--- src/rtl/sgtd_pkg.sv ---
// ----------------------------------------------------------------------------
// sgtd_pkg
// Shared types, widths and constants of the sliding Goertzel tone detector.
// ----------------------------------------------------------------------------
package sgtd_pkg;

	localparam int MAX_WINDOW_DEF  = 256;
	localparam int SAMPLE_BITS_DEF = 16;

	// configuration port
	localparam int CFG_W     = 19;
	localparam int CFG_IDX_W = 2;
	localparam int WL_CFG_W  = 9;
	localparam int COEF_W    = 19;
	localparam int CMAG_W    = 19;

	typedef enum logic [CFG_IDX_W-1:0] {
		REG_WINDOW_LENGTH = 2'd0,
		REG_TARGET_COEF   = 2'd1,
		REG_LOWER_COEF    = 2'd2,
		REG_UPPER_COEF    = 2'd3
	} cfg_reg_t;

	localparam logic signed [COEF_W-1:0] COEF_RESET = 19'sd131072;

	// recurrence arithmetic
	localparam int FRAC_W  = 16;
	localparam int S_W     = 48;
	localparam int HI_W    = S_W - FRAC_W + CMAG_W;  // 51
	localparam int LO_W    = FRAC_W + CMAG_W;        // 35
	localparam int M_W     = 52;
	localparam int R_W     = M_W + 1;
	localparam int SUM_W   = R_W + 2;
	localparam logic [LO_W:0] ROUND_HALF = (LO_W+1)'(32768);

	// wide product unit
	localparam int DIG_W   = 16;
	localparam int MUL_DIG = S_W / DIG_W;
	localparam int PROD_W  = R_W + S_W;
	localparam int ACC_W   = PROD_W + 3;

	// results
	localparam int P_W     = 48;
	localparam int E_W     = 39;
	localparam int Q_W     = 32;
	localparam int K_W     = 18;
	localparam logic [K_W-1:0] SCORE_K = 18'd256000;
	localparam int SCN_W   = P_W + K_W;
	localparam int DEN_W   = P_W + 1;
	localparam int OUT_DATA_W = 200;

	typedef enum logic [1:0] {
		TERM_S1SQ  = 2'd0,
		TERM_S2SQ  = 2'd1,
		TERM_CROSS = 2'd2
	} term_t;

	typedef enum logic [3:0] {
		ST_IDLE,
		ST_MOD,
		ST_RUN,
		ST_FIN,
		ST_FIN2,
		ST_PWR_GO,
		ST_PWR_WAIT,
		ST_SMUL,
		ST_SDIV_GO,
		ST_SDIV_WAIT,
		ST_CDIV_GO,
		ST_CDIV_WAIT,
		ST_OUT
	} back_state_t;

	// head of the item queue as seen by the back end
	typedef struct packed {
		logic valid;
		logic clear;
	} q_ctl_t;

endpackage

--- src/rtl/sgtd_front.sv ---
// ----------------------------------------------------------------------------
// sgtd_front
// Input side: takes stream transfers, splits clear from push and holds them
// in a two-entry queue for the back end.
// ----------------------------------------------------------------------------
module sgtd_front import sgtd_pkg::*; #(
	parameter int SAMPLE_BITS = SAMPLE_BITS_DEF
) (
	input  logic                   clk,
	input  logic                   arst_n,
	input  logic                   in_valid,
	output logic                   in_ready,
	input  logic                   in_command,
	input  logic [SAMPLE_BITS-1:0] in_sample,
	output q_ctl_t                 q_ctl,
	output logic [SAMPLE_BITS-1:0] q_sample,
	input  logic                   pop
);

	logic [SAMPLE_BITS-1:0] smp_q [2];
	logic [1:0]             clr_q;
	logic                   wr_q;
	logic                   rd_q;
	logic [1:0]             cnt_q;
	logic                   push;

	assign in_ready = (cnt_q != 2'd2);
	assign push     = in_valid && in_ready;

	assign q_ctl.valid = (cnt_q != 2'd0);
	assign q_ctl.clear = clr_q[rd_q];
	assign q_sample    = smp_q[rd_q];

	always_ff @(posedge clk) begin
		if (push) begin
			smp_q[wr_q] <= in_sample;
		end
	end

	always_ff @(posedge clk or negedge arst_n) begin
		if (!arst_n) begin
			clr_q <= '0;
			wr_q  <= 1'b0;
			rd_q  <= 1'b0;
			cnt_q <= '0;
		end else begin
			if (push) begin
				clr_q[wr_q] <= in_command;
				wr_q        <= ~wr_q;
			end
			if (pop) begin
				rd_q <= ~rd_q;
			end
			cnt_q <= cnt_q + 2'(push) - 2'(pop);
		end
	end

endmodule

--- config.mk ---
export PLATFORM = sky130hd
export DESIGN_NAME = sgtd_front
export DESIGN_NICKNAME = d
export VERILOG_FILES = /design/src/rtl/sgtd_pkg.sv /design/src/rtl/sgtd_front.sv
export SDC_FILE = /design/constraint.sdc
export NUM_CORES = 1
export LEC_CHECK = 0
export CAP_MARGIN = 20
export CELL_PAD_IN_SITES_DETAIL_PLACEMENT = 0
export CELL_PAD_IN_SITES_GLOBAL_PLACEMENT = 1
export CORE_ASPECT_RATIO = 0.75
export CORE_MARGIN = 10
export CORE_UTILIZATION = 35
export CTS_CLUSTER_SIZE = 20
export DETAILED_ROUTE_END_ITERATION = 8
export DONT_BUFFER_PORTS = 1
export GPL_TIMING_DRIVEN = 0
export PLACE_DENSITY_LB_ADDON = 0.2
export SLEW_MARGIN = 30
export SYNTH_ARGS = -nofsm -noshare
export SYNTH_HDL_FRONTEND = slang
export SYNTH_SLANG_ARGS = --single-unit
--- constraint.sdc ---
create_clock -name clk -period 3.35 [get_ports clk]
set_input_delay 0.5025 -clock clk [delete_from_list [all_inputs] [get_ports clk]]
set_output_delay 0.5025 -clock clk [all_outputs]
set_load 0.05 [all_outputs]
; Yosys cells after proc, flatten, opt, wreduce, memory -nomap -nowiden
; Memories as Yosys holds them, arrays and structs flattened.
; Cells that the tools add are included.
[totals]
ram_bits = 32
elab_cells = 23
output_inout_bits = 19
inputBits = 21
memories = 1
register_bits = 6
[mem_list]
columns = name, depth, width, rd, rd_clocked_by_memory_dff, wr, line
row1 = smp_q, 2, 16, 1, 0, 1, sgtd_front.sv:20  ; logic [SAMPLE_BITS-1:0] smp_q [2];
[classes]
eq_ne = 1
n_bitwise = 2
n_reduce_logical = 3
addsub = 2
muxes = 7
n_lt_le_gt_ge = 3
[op_table]
columns = cell, count
row1 = two-way mux 1 bit, 5
row2 = "< comparator 1 x 2 -> 1 bit, second input constant", 2
row3 = adder 2 x 1 -> 2 bit, 1
row4 = bitwise mux 2 bit, 1
row5 = logical AND 1 bit, 2
row6 = "!= test 2 bit, second input constant", 1
row7 = NOT 1 bit, 2
row8 = nonzero test 2 bit, 1
row9 = subtractor 2 x 1 -> 2 bit, 1
row10 = demux 1 bit (select 1 bit), 1
row11 = ">= comparator 1 bit, second input constant", 1

; Longest topological paths before layout
[depth]
depth_word = 5
mapped_depth = 5

; Worst setup path after synthesis
; No wires, ideal clock.
[synth_timing]
path_type = register to output
from = register rd_q
to = output port q_sample[0]
path_buffers = 2
t_required_ns = 2.847
slack_ns = 1.716
t_arrival_ns = 1.132
path_stages_with_launch = 4
cell_sequence = dfrtp_1 > buf_2 > buf_4 > mux2_2
[synth_between]
elab_chain_cells = 1
[synth_lines]
columns = element, line
row1 = "start, declared", sgtd_front.sv:23  ; logic rd_q;
row2 = "start signal, assigned", sgtd_front.sv:52  ; rd_q <= ~rd_q;
row3 = memory read (2 x 16 bit), n/a
row4 = "end, declared", sgtd_front.sv:16  ; output logic [SAMPLE_BITS-1:0] q_sample,
; Every way passes these cells.

; Worst setup path in the final report
[layout_timing]
from = register rd_q
to = output port q_sample[3]
; Same word-level chain as after synthesis.

==> impl_metrics.toml <==
[worst_setup_path]
arrival_ns = 1.54
crit_path_top_delay_cell = "mux2_2"
worstSetupPathType = "reg2out"
path_cells = "buf_2 -> buf_4 -> mux2_2"
crit_path_end_kind = "output port"
critical_path.max_stage_delay_ns = 0.48
rr_startpoint = "cnt_q[0]"
r2r_end = "smp_q[0][12]"
cp_top_family = "multiplexers"
critPathMaxFanout = 10
setup.worst_path.start_class = "flip-flop"
r2r_cells = 3
timing.critical_path.buf_inv = 2
r2r_setup_slack_ns = 1.64
crit_required_ns = 2.85

[global_route]
antenna_found_initial = 0
top_usage_layer = "met2"
grt_max_degree = 18
grt_usage_pct = 7.168
grt_use_met1_pct = 7.642
grt_pass1_vias = 656
grt_pass1_wl_um = 3601
grt_use_met2_pct = 10.11
grt-ovfl-total = 0
use_met3_pct = 5.413

[finish]
area_delta_synth_final_pct = 10.90
antennaDiodeCount = 0
final_common_cell = "edfxtp_1"
layout-drive-gt1-share_pct = 36.59
instances_no_fill = 137
fin_nets = 103
layout_common_cells = "edfxtp_1 (32), mux2_2 (18), dfrtp_1 (6)"
final_core_utilization_pct = 40.12

[floorplan]
initial_core_util_pct = 36.18
die_area_um2 = 7173
rows = 20
die_y_um = 75.89
core_um2 = 4029
die_w_um = 94.52
ios = 40

[min_path]
whs_endpoint = "rd_q"
hp-class = "in2reg"
min_path_cells = 1
hold_start = "pop"

[sta]
fin_tns_setup_ns = 0
timing.final.ws_setup_ns = 1.306
slew_headroom_pct = 52.13
finalSetupViolCount = 0
fin_crit_ns = 2.044
fmax_mhz = 489.2
finalHoldViolations = 0
finClkSkew_ns = 0.006235
rsz0062_at_grt = "false"
slew_violations = 0
worst_pin_slew_ns = 0.7172
period_share_pct = 61.02

[clock_tree]
cts_buffer_depth = 2
path_clk_slew_ns = 0.07
clock_latency_ns = 0.28
cts_tree = "built"
cts_buffers = 5
ctsRootBufferMaster = "clkbuf_8"
cts.htree.levels = 2
cts.sinks = 38

[detailed_routing]
drt_iter0_drc = 16
ant_nets = 0
viasPerCell = 4.555
wirelength_um = 2468
drc = 0
vias = 624
dr.pass1.iters = 3
wl_per_cell_um = 18.01

[synthesis]
synthArstFlopShare_pct = 15.79
yosysWarnings = 0
yosysSeqAreaShare_pct = 76.22
netlist_instances = 73
synthTopCellsByArea = "edfxtp_1 (66%), mux2_2 (14%), dfrtp_1 (10%), xnor2_1 (1.8%), mux2_4 (1.0%)"
syn-num-nets = 95
yosysTopAreaCellShare_pct = 65.92
synth_area_per_cell_um2 = 19.97
ys_ff_latch = 38
synth.distinct_cells = 18
synth_flop_cell = "edfxtp_1"
synth_edf_count = 32
yosysTopAreaCell = "edfxtp_1"
synth_area_um2 = 1458

[place]
gp_congestion = 0.6492
port_buffers = 0
pre_cts_slack_ns = 1.576
dp.final_hpwl_um = 1697
place_inst = 128

[outcome]
outcome = "complete, no violations"

[job]
cap_violations = 0
==> per-stage QoR <==
stage / instance area [µm²] / hold slack (ns)
global route: 1617 / 0.2872
floorplan: 1458 / 0.2069
finish: 1617 / 0.3003
CTS: 1617 / 0.2889
detailed placement: 1526 / 0.2071
global placement: 1526 / 0.2071
==> cells by family after synthesis <==
kind of cell             synth area share [%]
AND/OR/NAND/NOR                         3.434
multiplexers                            14.94
flip-flops                              76.22
adder cells (fa/ha/maj)                0.8582
buffers and inverters                   1.115
AO/OA/AOI/OAI                           1.030
XOR/XNOR                                2.404
==> final cells by class <==
class / instances / area, µm²
fillers: 369 / 2412
flip-flops and latches: 38 / 1111
multi-input cells: 32 / 330.3
clock buffers: 8 / 80.08
well taps: 55 / 68.82
plain buffers: 2 / 12.51
repair buffers: 1 / 10.01
inverters: 1 / 3.754
==> layer usage <==
metal  share of wire (%)  vias up
met1                  39      301
met5                   0        -
li1                    -      291
met4                0.57        0
met3                  14        2
met2                  46       30
==> state kept, by name, indices dropped and copies added, names as in the netlist <==
signal	count
smp_q	32
clr_q	2
cnt_q	2
rd_q	1
wr_q	1
==> worst max path at each step <==
stage | from | slack (ns) | cells after the start | endpoint
after floorplan | rd_q | 1.72 | 3 | q_sample[0]
after global placement | rd_q | 1.57 | 3 | q_sample[7]
after detailed placement | rd_q | 1.58 | 3 | q_sample[7]
after CTS | rd_q | 1.26 | 3 | q_sample[7]
after global routing | rd_q | 1.19 | 3 | q_sample[7]
final | rd_q | 1.31 | 3 | q_sample[3]
==> synthesized netlist by cell type (3+ instances only) <==
master     n
edfxtp_1  32
dfrtp_1    6
xnor2_1    3
mux2_2    18
==> worst register-to-register path, delay by kind of cell (launching register included) <==
family | cells | cell delay (ns)
buf+inv | 1 | 0.55
flops | 1 | 0.39
simple gates | 2 | 0.40
==> timing repair <==
item | CTS | global route
buffers inserted | 0 | 0
resized for setup | 0 | 0
hold buffers | 1 | 0
endpoints found under the hold margin | 6 | 0
Power is left out: the tool's default activity adds up to more than one toggle a clock period on the data nets, which glitch-free logic cannot reach.
